$ cat config.mk
export PLATFORM = sky130hd
export DESIGN_NAME = hit_proj
export DESIGN_NICKNAME = d
export VERILOG_FILES = /design/src/hdl/hit_pkg.sv /design/src/hdl/hit_proj.sv
export SDC_FILE = /design/constraint.sdc
export NUM_CORES = 2
export LEC_CHECK = 0
export BUFFER_PORTS_ARGS = -buffer_cell sky130_fd_sc_hd__buf_2
export CAP_MARGIN = 25
export CORE_MARGIN = 2
export CORE_UTILIZATION = 58
export DETAILED_ROUTE_END_ITERATION = 8
export HOLD_SLACK_MARGIN = 0.05
export PLACE_DENSITY_LB_ADDON = 0.2
export SYNTH_ARGS = -nofsm -noshare
export SYNTH_HDL_FRONTEND = slang
export SYNTH_SLANG_ARGS = --single-unit
$ cat constraint.sdc
create_clock -name clk -period 6.5 [get_ports clk]
set_input_delay 1.3 -clock clk [delete_from_list [all_inputs] [get_ports clk]]
set_output_delay 1.3 -clock clk [all_outputs]
set_load 0.005 [all_outputs]
$ cat src/hdl/hit_pkg.sv
`default_nettype none

package hit_pkg;

    // Field and coefficient formats
    localparam int COORD_BITS = 12;
    localparam int COEF_BITS  = 21;
    localparam int ROW_W      = 3 * COEF_BITS;
    localparam int CFG_W      = ROW_W;
    localparam int CFG_IDX_W  = 3;
    localparam int LIMIT_W    = 24;
    localparam int ERR_W      = 24;

    // Threshold after reset: 4 pixels squared, 4 fractional bits
    localparam logic [LIMIT_W-1:0] LIMIT_RESET = LIMIT_W'(64);

    // Datapath widths
    localparam int OFF_ALIGN  = 10;
    localparam int FRAC_SHIFT = 8;
    localparam int PROD_W     = COEF_BITS + COORD_BITS + 1;
    localparam int DOT_W      = PROD_W + 2;
    localparam int NUM_W      = DOT_W + FRAC_SHIFT;
    localparam int QB         = 26;
    localparam int D_W        = QB + 2;
    localparam int DIFF_W     = 24;
    localparam int SQ_W       = 2 * DIFF_W;
    localparam int SUM_W      = SQ_W + 2;
    localparam int SUM_SHIFT  = 12;
    localparam int LANES      = 4;

    localparam logic [DIFF_W-1:0] DIFF_MAX = {DIFF_W{1'b1}};
    localparam logic [ERR_W-1:0]  ERR_MAX  = {ERR_W{1'b1}};

    // Pipeline depths
    localparam int PROJ_LAT = 3;
    localparam int ERR_LAT  = 5;
    localparam int SIDE_N   = PROJ_LAT + QB;
    localparam int PIPE_LAT = PROJ_LAT + QB + ERR_LAT;

    // Lane order in the divider
    localparam int LANE_FX = 0;
    localparam int LANE_FY = 1;
    localparam int LANE_RX = 2;
    localparam int LANE_RY = 3;

    typedef enum logic [CFG_IDX_W-1:0] {
        REG_FWD_ROW0    = 3'd0,
        REG_FWD_ROW1    = 3'd1,
        REG_FWD_ROW2    = 3'd2,
        REG_REV_ROW0    = 3'd3,
        REG_REV_ROW1    = 3'd4,
        REG_REV_ROW2    = 3'd5,
        REG_ERROR_LIMIT = 3'd6
    } cfg_reg_t;

    typedef struct packed {
        logic [COORD_BITS-1:0] src_x;
        logic [COORD_BITS-1:0] src_y;
        logic [COORD_BITS-1:0] dst_x;
        logic [COORD_BITS-1:0] dst_y;
        logic                  end_of_set;
    } corr_word_t;

    typedef struct packed {
        logic             is_inlier;
        logic             degenerate;
        logic [ERR_W-1:0] error_sq;
        logic             last_of_set;
    } res_word_t;

    // One division in flight: partial remainder, divisor magnitude,
    // dividend bits still to shift in, quotient so far and flags
    typedef struct packed {
        logic [DOT_W-1:0] rem;
        logic [DOT_W-1:0] den;
        logic [QB-1:0]    nlow;
        logic [QB-1:0]    quo;
        logic             neg;
        logic             big;
        logic             zero;
    } div_lane_t;

    typedef div_lane_t [LANES-1:0] div_set_t;

endpackage

`default_nettype wire

$ cat src/hdl/hit_proj.sv
`default_nettype none

// Maps one point through three matrix rows and sets up the two divisions
module hit_proj (
    input  wire logic                           clk,
    input  wire logic                           en,
    input  wire logic [hit_pkg::COORD_BITS-1:0] qx,
    input  wire logic [hit_pkg::COORD_BITS-1:0] qy,
    input  wire logic [hit_pkg::ROW_W-1:0]      row_a,
    input  wire logic [hit_pkg::ROW_W-1:0]      row_b,
    input  wire logic [hit_pkg::ROW_W-1:0]      row_c,
    output hit_pkg::div_lane_t                  lane_x,
    output hit_pkg::div_lane_t                  lane_y
);
    import hit_pkg::*;

    function automatic logic signed [COEF_BITS-1:0] coef(input logic [ROW_W-1:0] row,
                                                         input int col);
        coef = signed'(row[col*COEF_BITS +: COEF_BITS]);
    endfunction

    logic [ROW_W-1:0]                rows [3];
    logic signed [COORD_BITS:0]      xs;
    logic signed [COORD_BITS:0]      ys;

    logic signed [PROD_W-1:0]        px_reg  [3];
    logic signed [PROD_W-1:0]        py_reg  [3];
    logic signed [COEF_BITS-1:0]     off_reg [3];
    logic signed [DOT_W-1:0]         dot_reg [3];

    logic signed [NUM_W-1:0]         num     [2];
    logic [NUM_W-1:0]                num_mag [2];
    logic [DOT_W-1:0]                den_mag;
    logic                            w_neg;
    div_lane_t                       lane_next [2];
    div_lane_t                       lane_reg  [2];

    assign rows[0] = row_a;
    assign rows[1] = row_b;
    assign rows[2] = row_c;
    assign xs = signed'({1'b0, qx});
    assign ys = signed'({1'b0, qy});

    // Stage A: products
    always_ff @(posedge clk)
    begin
        if (en)
        begin
            for (int r = 0; r < 3; r++)
            begin
                px_reg[r]  <= PROD_W'(coef(rows[r], 0)) * PROD_W'(xs);
                py_reg[r]  <= PROD_W'(coef(rows[r], 1)) * PROD_W'(ys);
                off_reg[r] <= coef(rows[r], 2);
            end
        end
    end

    // Stage B: row sums
    always_ff @(posedge clk)
    begin
        if (en)
        begin
            for (int r = 0; r < 3; r++)
            begin
                dot_reg[r] <= DOT_W'(px_reg[r]) + DOT_W'(py_reg[r])
                            + (DOT_W'(off_reg[r]) <<< OFF_ALIGN);
            end
        end
    end

    // Stage C: magnitudes, overflow check, divider setup
    always_comb
    begin
        w_neg   = dot_reg[2][DOT_W-1];
        den_mag = w_neg ? DOT_W'(-dot_reg[2]) : DOT_W'(dot_reg[2]);
        for (int i = 0; i < 2; i++)
        begin
            num[i]     = NUM_W'(dot_reg[i]) <<< FRAC_SHIFT;
            num_mag[i] = num[i][NUM_W-1] ? NUM_W'(-num[i]) : NUM_W'(num[i]);
            lane_next[i].big  = DOT_W'(num_mag[i][NUM_W-1:QB]) >= den_mag;
            lane_next[i].rem  = lane_next[i].big ? '0 : DOT_W'(num_mag[i][NUM_W-1:QB]);
            lane_next[i].den  = den_mag;
            lane_next[i].nlow = num_mag[i][QB-1:0];
            lane_next[i].quo  = '0;
            lane_next[i].neg  = num[i][NUM_W-1] ^ w_neg;
            lane_next[i].zero = (dot_reg[2] == '0);
        end
    end

    always_ff @(posedge clk)
    begin
        if (en)
        begin
            lane_reg[0] <= lane_next[0];
            lane_reg[1] <= lane_next[1];
        end
    end

    assign lane_x = lane_reg[0];
    assign lane_y = lane_reg[1];

endmodule

`default_nettype wire

Word level (Yosys, flattened, before mapping)
Memories as Yosys holds them, arrays and structs flattened.
Cells that the tools add are included.
- memories kept: 5
- bits in registers: 0
- RAM bits: 541
- logic and storage cells: 32
- output and inout bits: 254
- input bits: 215
- add/sub/neg operators: 9
- bitwise logic cells: 2
- multiply operators: 6
- reductions and logical operators: 1
- mux-type cells: 7
- order comparisons: 2
- memories (memory ; depth ; bits a word ; read ports ; clocked after memory_dff ; wr ports ; RTL line ; RTL):
    lane_reg ; 2 ; 83 ; 2 ; 0 ; 2 ; hit_proj.sv:36 ; div_lane_t lane_reg [2];
    dot_reg ; 3 ; 36 ; 3 ; 0 ; 3 ; hit_proj.sv:29 ; logic signed [DOT_W-1:0] dot_reg [3];
    px_reg ; 3 ; 34 ; 3 ; 0 ; 3 ; hit_proj.sv:26 ; logic signed [PROD_W-1:0] px_reg [3];
    py_reg ; 3 ; 34 ; 3 ; 0 ; 3 ; hit_proj.sv:27 ; logic signed [PROD_W-1:0] py_reg [3];
    off_reg ; 3 ; 21 ; 3 ; 0 ; 3 ; hit_proj.sv:28 ; logic signed [COEF_BITS-1:0] off_reg [3];
- operator list (kind ; count):
    multiplier 21 x 13 -> 34 bit ; 6
    adder 35 x 31 -> 36 bit ; 3
    adder 34 x 34 -> 35 bit ; 3
    two-way mux 44 bit ; 2
    negator 44 bit ; 2
    greater-or-equal comparator 18 x 36 -> 1 bit ; 2
    zero test 36 bit ; 1
    two-way mux 18 bit ; 2
    two-way mux 36 bit ; 1
    negator 36 bit ; 1
    two-way mux 1 bit ; 2
    bitwise XOR 1 bit ; 2

Longest topological paths before layout
An unclocked memory read counts as a cell.
- depth in word-level cells: 5
- depth in mapped cells: 25
- gate-level depth less buffers: 22

Worst setup path before layout
No wires, ideal clock.
- path type: input port to flip-flop
- start point: in qx[4] (netlist bit)
- end point: mem px_reg[0][33] (netlist bit) (data pin)
- path buffers: 2
- cell stages on the path: 20
- data arrival time: 6.771 ns
- path slack: -0.530 ns
- setup time: 0.260 ns
- required time: 6.240 ns
- cell sequence: clkbuf_1 clkbuf_1 nand2_1 fa_1 fa_1 inv_1 fa_1 fa_1 inv_1 fa_1 inv_1 ha_1 a2111oi_0 a21oi_1 o21ai_0 a31oi_1 a2111oi_0 o31ai_1 a21oi_1 xnor2_1
- RTL lines (what ; RTL line ; RTL):
    start, declared ; hit_proj.sv:7 ; input wire logic [hit_pkg::COORD_BITS-1:0] qx,
    end, declared ; hit_proj.sv:26 ;

==> run_results.csv <==
group,metric,value,unit
clock_tree,clockRootBuffer,"clkbuf_16",
setup_path,arrival,6.72,ns
logic_synthesis,syn_area,0.0806,mm2
setup_path,critPathLaunch,"qx[2]",
clock_tree,post_cts_buffers,0,
sta,finalMaxSlewViolations,0,
logic_synthesis,synthMuxAreaShare,0.0372,%
grt,first_global_vias,61707,
cells_and_area,final_common_cell,"inv_1",
logic_synthesis,yosysTopAreaCellShare,35.8,%
logic_synthesis,synth_xor_area_share,3.99,%
clock_tree,cts_buffer_depth,3,
setup_path,required,6.93,ns
placement,placed_cells,10962,
sta,worst_pin_slew,1.18,ns
placement,postPlaceCellArea,0.0895,mm2
detailed_routing,routed_via_density,5.32,
floorplan,fp.dieW,377,um
sta,fin_setup_tns,0,ns
clock_tree,cts.sinks,488,
outcome,run_status,"complete, no violations",
logic_synthesis,synth_area_leader_cell,"fa_1",
clock_tree,htree_levels,2,
detailed_routing,final_antenna_net_count,0,
cells_and_area,nets,11519,
sta,fin_crit_sh,96.8,%
logic_synthesis,yosys_warnings,0,
clock_tree,numCtsBuffers,56,
logic_synthesis,synthesis.instances,8390,
clock_tree,cts.clk_slew.worst_paths,0.06,ns
setup_path,crit_type,"input port to flop",
logic_synthesis,synthSimpleGateAreaFrac,13.7,%
floorplan,ios,469,
grt,grt_pass1_wl,324000,um
floorplan,fp.coreArea,0.138,mm2
cells_and_area,drive_gt1_share,14.1,%
sta,fmax,159,MHz
grt,grt_max_degree,168,
floorplan,rows,136,
detailed_routing,drc_errors,0,
setup_path,cp-end-kind,"flop",
cells_and_area,instances_no_fill,11081,
sta,post-route-min-period,6.29,ns
setup_path,r2r_start,"dot_reg[0][9]",
logic_synthesis,ys_ff_latch,488,
run,maxCapViolCount,0,
cells_and_area,design_area,0.0915,mm2
sta,clock_skew,0.0519,ns
logic_synthesis,synth-main-ff-cell,"edfxtp_1",
detailed_routing,drt-initial-drc-count,3533,
logic_synthesis,synth_top_family_by_area,"adder cells",
logic_synthesis,synth-edff-count,488,
cells_and_area,largest_reg_flops,113,
clock_tree,cts_tree,"yes",
detailed_routing,drt-total-wl,200000,um
floorplan,die_area,0.142,mm2
grt,grt_overflow,0,
min_path,min_path_type,"flop to flop",
detailed_routing,wire_per_inst,18.1,um
sta,max_slew_margin,20.9,%
logic_synthesis,synthAdderAreaFrac,45.6,%
detailed_routing,vias,58907,
setup_path,path_max_fanout,20,
cells_and_area,final_core_util,66.5,%
logic_synthesis,ys_seq_area_share,18.2,%
logic_synthesis,syn_area_per_cell,9.61,um2
placement,dp_hpwl,171000,um
sta,setup_viol,0,
detailed_routing,drt-pass1-iter-count,6,
grt,antenna_found_initial,21,
placement,portBuffers,364,
setup_path,start_kind,"input port",
logic_synthesis,synth_compound_area_share,6.52,%
cells_and_area,area_growth_syn_to_layout,13.5,%
logic_synthesis,synthDistinctLibCells,76,
placement,gp_congestion,0.984,
logic_synthesis,synth-async-reset-ratio,0,%
min_path,hold_start,"dot_reg[0][36]",
floorplan,initial_core_util,58.6,%
sta,hold_viol,0,
clock_tree,clkLatencyLatePin,0.68,ns
cells_and_area,mostFrequentLayoutCells,"inv_1, fa_1, nand2_1",
logic_synthesis,synthTopCellsByArea,"fa_1, edfxtp_1, ha_1, inv_1, and2_1",
floorplan,die_h,377,um
grt,track_usage,29.1,%
## per-layer routing
metal	global-route usage (%)	vias to the layer above	wire length [um]	part of all wire [%]
met5	0	-	39	0.019
met4	9.83	6	7320	3.7
met3	2.97	342	11400	5.7
met2	50.4	1821	99800	50
met1	38.3	29636	82000	41
li1	-	27102	-	-
## worst max-delay path, cell delays in order
cell	delay, ns
buf_2	0.11
buf_12	0.15
buf_12	0.16
and2_1	0.16
fa_1	0.51
inv_1	0.05
fa_1	0.47
inv_1	0.05
fa_1	0.48
fa_1	0.55
inv_1	0.06
fa_1	0.50
inv_1	0.05
ha_1	0.31
nand3_2	0.12
o22ai_1	0.10
o21ai_1	0.23
nor2b_4	0.22
o21ai_1	0.10
or3_1	0.38
a21oi_2	0.17
and3b_1	0.20
a211o_1	0.26
## stage by stage
step,hold slack [ns],worst slack [ns]
after floorplan,0.441,-0.00721
after global placement,0.498,-0.524
after detailed placement,0.491,-0.592
after CTS,0.505,0.0897
after global routing,0.520,-0.00673
final,0.507,0.210
## cell usage after synthesis, drive strengths merged, types with 33 or more instances
library cell,instances
xnor2,283
nor3,63
a211oi,33
nand2b,49
a21oi,241
a21o,98
fa,1443
buf,146
inv,1956
nand2,941
o31ai,42
nor2,171
and2,732
clkbuf,315
xor2,84
ha,633
o21a,59
nand3,51
nor2b,48
o21ai,184
edfxtp,488
## cell type report
class	instances	area (um2)
fillers	11124	46200
diodes	17	42.5
inverters	1956	7340
clock inverters	37	474
flip-flops and latches	488	14700
repair buffers	1138	8200
well taps	1794	2240
clock buffers	63	1430
multi-input cells	5588	57100
## kinds of logic (layout without fill, tap and decap cells)
group / count (synthesis) / in the layout
AOI/OAI and AO/OA: 824 / 824
xor gates and xnor gates: 367 / 367
adders and majority gates: 2076 / 2076
buffers and inverters: 2417 / 3194
DFF: 488 / 488
muxes: 3 / 3
other: 1 / 121
and+or+nand+nor: 2214 / 2214
## what timing repair did
action                                  in CTS  in global routing
endpoints found under the setup margin       0                 29
hold buffers                                 0                  0
gates resized for setup                      0                 17
## path summary, 6_finish.rpt
path / end / slack (ns) / cells after the start
hold reg to reg: lane_reg[0][94] / 0.51 / 0
setup reg to reg: lane_reg[0][77] / 0.80 / 19
hold / removal: lane_reg[0][94] / 0.51 / 0
setup / recovery: px_reg[0][94] / 0.21 / 23
Power is not shown: default switching activity piles up to over one toggle a cycle in this logic, so the estimate is an artifact.
