File: config.mk
export PLATFORM = sky130hd
export DESIGN_NAME = hit_div_step
export DESIGN_NICKNAME = d
export VERILOG_FILES = /design/src/hdl/hit_pkg.sv /design/src/hdl/hit_div_step.sv
export SDC_FILE = /design/constraint.sdc
export NUM_CORES = 1
export LEC_CHECK = 0
export ABC_AREA = 1
export BUFFER_PORTS_ARGS = -buffer_cell sky130_fd_sc_hd__buf_2
export CAP_MARGIN = 0
export CORE_AREA = 2 2 402 404
export CTS_BUF_LIST = sky130_fd_sc_hd__clkbuf_4 sky130_fd_sc_hd__clkbuf_8 sky130_fd_sc_hd__clkbuf_16
export DETAILED_ROUTE_END_ITERATION = 10
export DIE_AREA = 0 0 404 406
export SKIP_LAST_GASP = 1
export SYNTH_ARGS = -nofsm -noshare
export SYNTH_HDL_FRONTEND = slang
export SYNTH_SLANG_ARGS = --single-unit
File: constraint.sdc
create_clock -name clk -period 3.8 [get_ports clk]
set_input_delay 0.57 -clock clk [delete_from_list [all_inputs] [get_ports clk]]
set_output_delay 0.57 -clock clk [all_outputs]
set_load 0.05 [all_outputs]
File: src/hdl/hit_pkg.sv
`default_nettype none

package hit_pkg;

    // Field and coefficient formats
    localparam int COORD_BITS = 12;
    localparam int COEF_BITS  = 21;
    localparam int ROW_W      = 3 * COEF_BITS;
    localparam int CFG_W      = ROW_W;
    localparam int CFG_IDX_W  = 3;
    localparam int LIMIT_W    = 24;
    localparam int ERR_W      = 24;

    // Threshold after reset: 4 pixels squared, 4 fractional bits
    localparam logic [LIMIT_W-1:0] LIMIT_RESET = LIMIT_W'(64);

    // Datapath widths
    localparam int OFF_ALIGN  = 10;
    localparam int FRAC_SHIFT = 8;
    localparam int PROD_W     = COEF_BITS + COORD_BITS + 1;
    localparam int DOT_W      = PROD_W + 2;
    localparam int NUM_W      = DOT_W + FRAC_SHIFT;
    localparam int QB         = 26;
    localparam int D_W        = QB + 2;
    localparam int DIFF_W     = 24;
    localparam int SQ_W       = 2 * DIFF_W;
    localparam int SUM_W      = SQ_W + 2;
    localparam int SUM_SHIFT  = 12;
    localparam int LANES      = 4;

    localparam logic [DIFF_W-1:0] DIFF_MAX = {DIFF_W{1'b1}};
    localparam logic [ERR_W-1:0]  ERR_MAX  = {ERR_W{1'b1}};

    // Pipeline depths
    localparam int PROJ_LAT = 3;
    localparam int ERR_LAT  = 5;
    localparam int SIDE_N   = PROJ_LAT + QB;
    localparam int PIPE_LAT = PROJ_LAT + QB + ERR_LAT;

    // Lane order in the divider
    localparam int LANE_FX = 0;
    localparam int LANE_FY = 1;
    localparam int LANE_RX = 2;
    localparam int LANE_RY = 3;

    typedef enum logic [CFG_IDX_W-1:0] {
        REG_FWD_ROW0    = 3'd0,
        REG_FWD_ROW1    = 3'd1,
        REG_FWD_ROW2    = 3'd2,
        REG_REV_ROW0    = 3'd3,
        REG_REV_ROW1    = 3'd4,
        REG_REV_ROW2    = 3'd5,
        REG_ERROR_LIMIT = 3'd6
    } cfg_reg_t;

    typedef struct packed {
        logic [COORD_BITS-1:0] src_x;
        logic [COORD_BITS-1:0] src_y;
        logic [COORD_BITS-1:0] dst_x;
        logic [COORD_BITS-1:0] dst_y;
        logic                  end_of_set;
    } corr_word_t;

    typedef struct packed {
        logic             is_inlier;
        logic             degenerate;
        logic [ERR_W-1:0] error_sq;
        logic             last_of_set;
    } res_word_t;

    // One division in flight: partial remainder, divisor magnitude,
    // dividend bits still to shift in, quotient so far and flags
    typedef struct packed {
        logic [DOT_W-1:0] rem;
        logic [DOT_W-1:0] den;
        logic [QB-1:0]    nlow;
        logic [QB-1:0]    quo;
        logic             neg;
        logic             big;
        logic             zero;
    } div_lane_t;

    typedef div_lane_t [LANES-1:0] div_set_t;

endpackage

`default_nettype wire

File: src/hdl/hit_div_step.sv
`default_nettype none

// One restoring division step for every lane
module hit_div_step (
    input  wire logic              clk,
    input  wire logic              en,
    input  wire hit_pkg::div_set_t set_in,
    output hit_pkg::div_set_t      set_out
);
    import hit_pkg::*;

    logic [DOT_W:0] trial [LANES];
    logic [DOT_W:0] den_x [LANES];
    logic           fits  [LANES];
    div_set_t       set_next;
    div_set_t       set_reg;

    always_comb
    begin
        set_next = set_in;
        for (int i = 0; i < LANES; i++)
        begin
            trial[i] = {set_in[i].rem, set_in[i].nlow[QB-1]};
            den_x[i] = {1'b0, set_in[i].den};
            fits[i]  = trial[i] >= den_x[i];
            set_next[i].rem  = fits[i] ? DOT_W'(trial[i] - den_x[i]) : DOT_W'(trial[i]);
            set_next[i].nlow = {set_in[i].nlow[QB-2:0], 1'b0};
            set_next[i].quo  = {set_in[i].quo[QB-2:0], fits[i]};
        end
    end

    always_ff @(posedge clk)
    begin
        if (en)
        begin
            set_reg <= set_next;
        end
    end

    assign set_out = set_reg;

endmodule

`default_nettype wire

After elaboration in Yosys (flattened, before gate mapping). Cells that the tools add are included.

Output and inout port bits: 508. Logic and storage cells: 40. Bits of input ports: 510. Register bits after elaboration: 504.

Multiplexer cells: 4. Magnitude comparators: 4. Add/sub/neg operators: 4.

Operator list (number): $ge 37x36->1 (4); $mux 36 (4); $sub 36x36->36 (4).

Depth between registers and ports, before layout. Gate-level depths: netlist of the first run.

Word-level depth: 2. Mapped depth: 16. Gate-level depth less buffers: 15.

Worst setup path before layout of the first run. OpenSTA, ideal clock, no wires.

Path kind: input-to-reg. Start point: input port set_in[54] (netlist name). End point: register set_reg, in the netlist set_out[123] (data pin). Required time: 3547 ps. Slack: 1510 ps. Stages: 15. Setup time: 253 ps. Arrival: 2037 ps. Buffers on the path: 0. Cells stage by stage: inv_1 > ha_1 > fa_1 > inv_1 > nand3_1 > nand3_1 > nand2_1 > nand2_1 > nand2_1 > nand2_1 > nand2_1 > nand2_1 > nand2_1 > nand3_1 > nand2_1.

RTL lines: start, declared (RTL line hit_div_step.sv:7) `input wire hit_pkg::div_set_t set_in,`; end signal, assigned (RTL line hit_div_step.sv:36) `set_reg <= set_next;`; end, declared (RTL line hit_div_step.sv:16) `div_set_t set_reg;`.

==> results of run 1 <==
## cells in the final DEF (no fill, tap or decap), types with 31 or more instances in the layout
| cell type | n |
|---|---|
| nand2_1 | 1102 |
| buf_2 | 1008 |
| inv_1 | 538 |
| edfxtp_1 | 504 |
| nand3_1 | 312 |
| nor2_1 | 215 |
| ha_1 | 144 |
| dlygate4sd3_1 | 139 |
| a21oi_1 | 106 |
| xor2_1 | 68 |
| clkbuf_16 | 59 |
| nand3b_1 | 37 |
| nor2_2 | 34 |
| buf_4 | 31 |
## report_power, final
group          internal, W  switching [W]  leakage, nW
registers          0.00680       0.000196         4.93
clock network      0.00358        0.00250         1.02
logic              0.00140        0.00423         13.4
total               0.0118        0.00692         19.4
## worst paths after layout
path / startpoint / to / slack, ps / cells after the start
hold / removal: set_in[444] / set_out[444] / 80 / 1
setup / recovery: set_in[190] / set_out[226] / 940 / 15
## final cells by class
type                            count  area, µm²  area share, %
Antenna cell                       25       62.6          0.157
Tap cell                         2086       2610           6.54
Multi-Input combinational cell   2186      11100           27.9
Sequential cell                   504      15100           37.9
Inverter                          550       2060           5.18
Clock inverter                     38        512           1.28
Timing Repair Buffer             1186       6820           17.1
Clock buffer                       71       1570           3.93
## synthesized netlist by cell type, types with 5 or more instances
master | count | area, µm²
nor3_2 | 6 | 60.1
nand3b_1 | 37 | 278
nor2_1 | 215 | 807
nand3_2 | 5 | 50.1
nor4_1 | 7 | 43.8
o21ai_0 | 27 | 135
nand3_1 | 312 | 1560
inv_2 | 9 | 33.8
edfxtp_1 | 504 | 15100
clkbuf_1 | 5 | 18.8
nand2_1 | 1102 | 4140
buf_2 | 16 | 80.1
buf_6 | 20 | 225
inv_1 | 538 | 2020
a21oi_1 | 106 | 531
xor2_1 | 68 | 596
o21bai_1 | 27 | 203
nand4_1 | 21 | 131
nand2_2 | 8 | 50.1
ha_1 | 144 | 1800
nor2_2 | 34 | 213
nor3_1 | 27 | 135
## cells by family after synthesis
group / count (synthesis) / share of synthesized area [%]
buf+inv: 596 / 8.45
flops: 504 / 52.8
xor+xnor: 72 / 2.20
compound gates: 175 / 3.45
other cells: 1 / 0.0131
simple gates: 1787 / 26.5
fa+ha+maj: 148 / 6.57
## through the flow
stage               power [W]  area [µm²]
global placement       0.0126       36400
global route           0.0195       39900
detailed placement     0.0126       36400
floorplan              0.0107       28700
CTS                    0.0189       39800
finish                 0.0187       39900
## per-layer routing
| layer | part of all wire [%] | track usage [%] | up-vias |
|---|---|---|---|
| met5 | 0.20 | 0 | - |
| met4 | 4.0 | 6.39 | 40 |
| met3 | 9.9 | 5.32 | 222 |
| met2 | 46 | 25.1 | 1102 |
| met1 | 40 | 18.7 | 12800 |
| li1 | - | - | 13100 |
## worst max-delay path: cells and delay by family
kind	cells	cell delay [ps]
adders and majority gates	1	390
buffers and inverters	4	790
and+or+nand+nor	10	1470
==> results.yml, run 1 <==
status:
  status: "completed"
grt:
  overflow: 0
  grt_pass1_wl_um: 184000
  grt_max_degree: 78
  grt_pass1_vias: 26800
  grt_usage_pct: 15.5
  antenna_found_initial: 50
timing:
  setup_violations: 0
  report.final.slew_viol_count: 0
  hold_ws_ps: 80.1
  tightest_slew_ps: 852
  fin_crit_sh_pct: 75.2
  timing.final.crit_period_ps: 2860
  finalHoldViolCount: 0
  max-slew-margin-rel_pct: 43.2
  max_freq_ghz: 0.350
  rsz0062_at_grt: "no"
  setup_slack_ps: 944
  final.setup.tns_ps: 0
drt:
  antenna_left: 0
  avgViaCountPerCell: 4.11
  drc_errors: 0
  routed_wl_um: 134000
  num_vias: 27300
  wl_per_cell_um: 20.1
  drt_iter0_drc: 2074
  first_pass_iters: 6
clocking:
  cts_buffer_depth: 3
  cts_hold_buf: 139
  tritoncts: "yes"
  clk_pin_slew_ps: 60
  cts.sinks: 504
  cts_root_buf: "clkbuf_16"
  h-tree-depth: 2
  cts_setup_buffers: 0
  cts_buffers: 59
  cts-resized-gates: 0
worst_setup_path:
  critical_path.max_fanout: 34
  required_ps: 4200
  worst_setup_path_end_kind: "flip-flop"
  timing.critical_path.cells: "dlygate4sd3_1, buf_2, inv_1, ha_1, nand2_1, nor2_1, nand2_1, inv_1, nand2_1, nand2_2, nand2_1, nand2_2, nand2_4, nand3_1, nand2_1"
  critPathKind: "in -> reg"
  cp_common_cell: "nand2_1"
  slowest_stage: "dlygate4sd3_1"
  worst_ep_arrival_time_ps: 3250
  cp-start-kind: "primary input"
  cp_slowest_stage_delay_ps: 520
pwr:
  vdd.ir_drop.worst_v: 0.000374
  powerDensity_nw_per_um2: 469
  leakagePower_nw: 19.4
yosys:
  syn_inst: 3283
  async_reset_ff_share_pct: 0
  synth-main-ff-cell: "edfxtp_1"
  ys_warn_count: 0
  syn_area_um2: 28700
  synth-edff-count: 504
  yosys.cell_types.count: 38
  avgSynthCellArea_um2: 8.73
  ys_seq_area_share_pct: 52.8
  ys_ff_latch: 504
min_path:
  hp-class: "in -> reg"
placed_design:
  place_hpwl_um: 112000
  dp.cells: 6373
  numPortBuffers: 1009
  dpl_worst_slack_ps: 492
  gp_congestion: 0.949
floorplan:
  dieArea_um2: 164000
  initial_core_util_pct: 18.0
  die_h_um: 406
  ioPinCount: 1018
  fp.dieW_um: 404
  core_area_um2: 160000
  rows: 147
finish:
  nets: 5145
  area.growth.synth_to_final_pct: 39.2
  largest_reg_flops: 504
  final_layout_size_suffix_gt1_share_pct: 27.1
  fillerInstances: 17300
  final_cells: 6646
  fin_util_pct: 25.0
run:
  drv_cap: 0
Note: power is estimated with default switching activity, not from simulation.
==> inputs of run 2 (changes only) <==
==> constraint.sdc (replaced) <==
create_clock -name clk -period 2.7 [get_ports clk]
set_input_delay 0.405 -clock clk [delete_from_list [all_inputs] [get_ports clk]]
set_output_delay 0.405 -clock clk [all_outputs]
set_load 0.05 [all_outputs]
==> run 2 against run 1 <==
Power increased by 41%; setup slack lost 860 ps; non-clock buffer count is 462 higher; critical path type unchanged; critical endpoint is now set_out[502]; highest routed layer unchanged.
==> results.yml, run 2 (synthesized netlist as in run 1, its figures left out) <==
worst_setup_path:
  required_ps: 3240
  cp_common_cell: "nand2_1"
  slowest_stage: "dlygate4sd3_1"
  worst_ep_arrival_time_ps: 3160
  critical_path.max_fanout: 14
  cp-start-kind: "primary input"
  worst_setup_path_end_kind: "flip-flop"
  timing.critical_path.cells: "dlygate4sd3_1, buf_2, inv_1, ha_1, nand2_1, inv_1, nand2_1, nand2_1, a21oi_2, buf_4, nor2_1, nor2_1, nand2_2, nand2_4, buf_12, nand3_1, nand2_1"
  critPathKind: "in -> reg"
  cp_slowest_stage_delay_ps: 530
floorplan:
  rows: 147
  core_area_um2: 160000
  ioPinCount: 1018
  die_h_um: 406
  fp.dieW_um: 404
  dieArea_um2: 164000
  initial_core_util_pct: 18.0
timing:
  setup_slack_ps: 79.1
  tightest_slew_ps: 786
  rsz0062_at_grt: "no"
  finalHoldViolCount: 0
  max-slew-margin-rel_pct: 47.6
  final.setup.tns_ps: 0
  max_freq_ghz: 0.382
  report.final.slew_viol_count: 0
  timing.final.crit_period_ps: 2620
  hold_ws_ps: 31.9
  setup_violations: 0
  fin_crit_sh_pct: 97.1
grt:
  overflow: 0
  grt_usage_pct: 16.2
  antenna_found_initial: 42
  grt_pass1_wl_um: 195000
  grt_max_degree: 61
  grt_pass1_vias: 28900
finish:
  area.growth.synth_to_final_pct: 53.4
  final_common_cell: "nand2_1"
  largest_reg_flops: 504
  final_cells: 7088
  nets: 5603
  fin_area_um2: 44000
  final_cell_mix: "1095 x nand2_1, 1008 x buf_2, 538 x inv_1"
  final_layout_size_suffix_gt1_share_pct: 28.4
status:
  status: "completed"
run:
  drv_cap: 0
placed_design:
  dp.cells: 6571
  place_hpwl_um: 114000
  numPortBuffers: 1009
  dpl_worst_slack_ps: -113
  dpl_cell_area_um2: 38000
  gp_congestion: 0.955
drt:
  num_vias: 29200
  routed-wl-met3_um: 11000
  top_layer: "met5"
  drt-met1-wl_um: 57500
  drc_errors: 0
  antenna_left: 0
  avgViaCountPerCell: 4.12
  first_pass_iters: 6
  route.met2.wl_um: 64400
  drt_iter0_drc: 1904
  wl_per_cell_um: 19.7
  routed_wl_um: 139000
clocking:
  h-tree-depth: 2
  cts_root_buf: "clkbuf_16"
  cts_buffers: 55
  cts.sinks: 504
  tritoncts: "yes"
  cts_buffer_depth: 3
  clk_pin_slew_ps: 60
pwr:
  leakagePower_nw: 21.4
  powerDensity_nw_per_um2: 601
  vdd.ir_drop.worst_v: 0.000509
min_path:
  hp-class: "in -> reg"
-- run 2: changes by cell type in the layout (fill, tap and decap cells not counted), moves of 6 or more --
cell	delta
inv_6	-6
dlygate4sd3_1	+263
buf_4	+186
buf_12	+12
nand2_2	+7
nand2_1	-7
diode_2	-9
-- run 2: timing repair --
action	4_1_cts	5_1_grt
setup buffers	0	0
hold endpoints to repair	402	1
resized for setup	0	12
endpoints found under the setup margin	0	68
hold buffers	402	1
-- run 2: path summary, 6_finish.rpt --
| path | slack, ps | start | cells after the start | end |
|---|---|---|---|---|
| setup / recovery | 80 | set_in[451] | 17 | set_out[502] |
| hold / removal | 30 | set_in[208] | 1 | set_out[208] |
-- run 2: through the flow --
step           total power (W)  utilization (%)
3_5_place_dp            0.0181             23.8
2_1_floorplan           0.0150                -
5_1_grt                 0.0275             27.5
6_report                0.0264             27.5
3_3_place_gp            0.0181             23.8
4_1_cts                 0.0266             27.5
-- run 2: cell type report --
| cell class | count | area [µm²] |
|---|---|---|
| Timing Repair Buffer | 1648 | 11100 |
| Sequential cell | 504 | 15100 |
| Tap cell | 2086 | 2610 |
| Multi-Input combinational cell | 2186 | 11200 |
| Clock buffer | 66 | 1460 |
| Fill cell | 17000 | 116000 |
| Clock inverter | 32 | 390 |
| Inverter | 550 | 2060 |
| Antenna cell | 16 | 40.0 |
-- run 2: per-layer routing --
metal	GRT usage [%]	vias up
met5	0	-
met4	6.98	28
met3	3.86	238
met2	26.7	1161
met1	20.2	13700
li1	-	14000
-- run 2: report_power, final --
part           total, W  switching [W]  internal [W]
clock network   0.00785        0.00341       0.00444
logic           0.00868        0.00613       0.00254
registers       0.00988       0.000302       0.00957
total            0.0264        0.00984        0.0166
-- run 2: worst max-delay path, delay by kind of cell --
family                     cells  cell delay, ps
and+or+nand+nor                9             990
buffers and inverters          6            1180
adders and majority gates      1             330
AOI/OAI and AO/OA              1             230
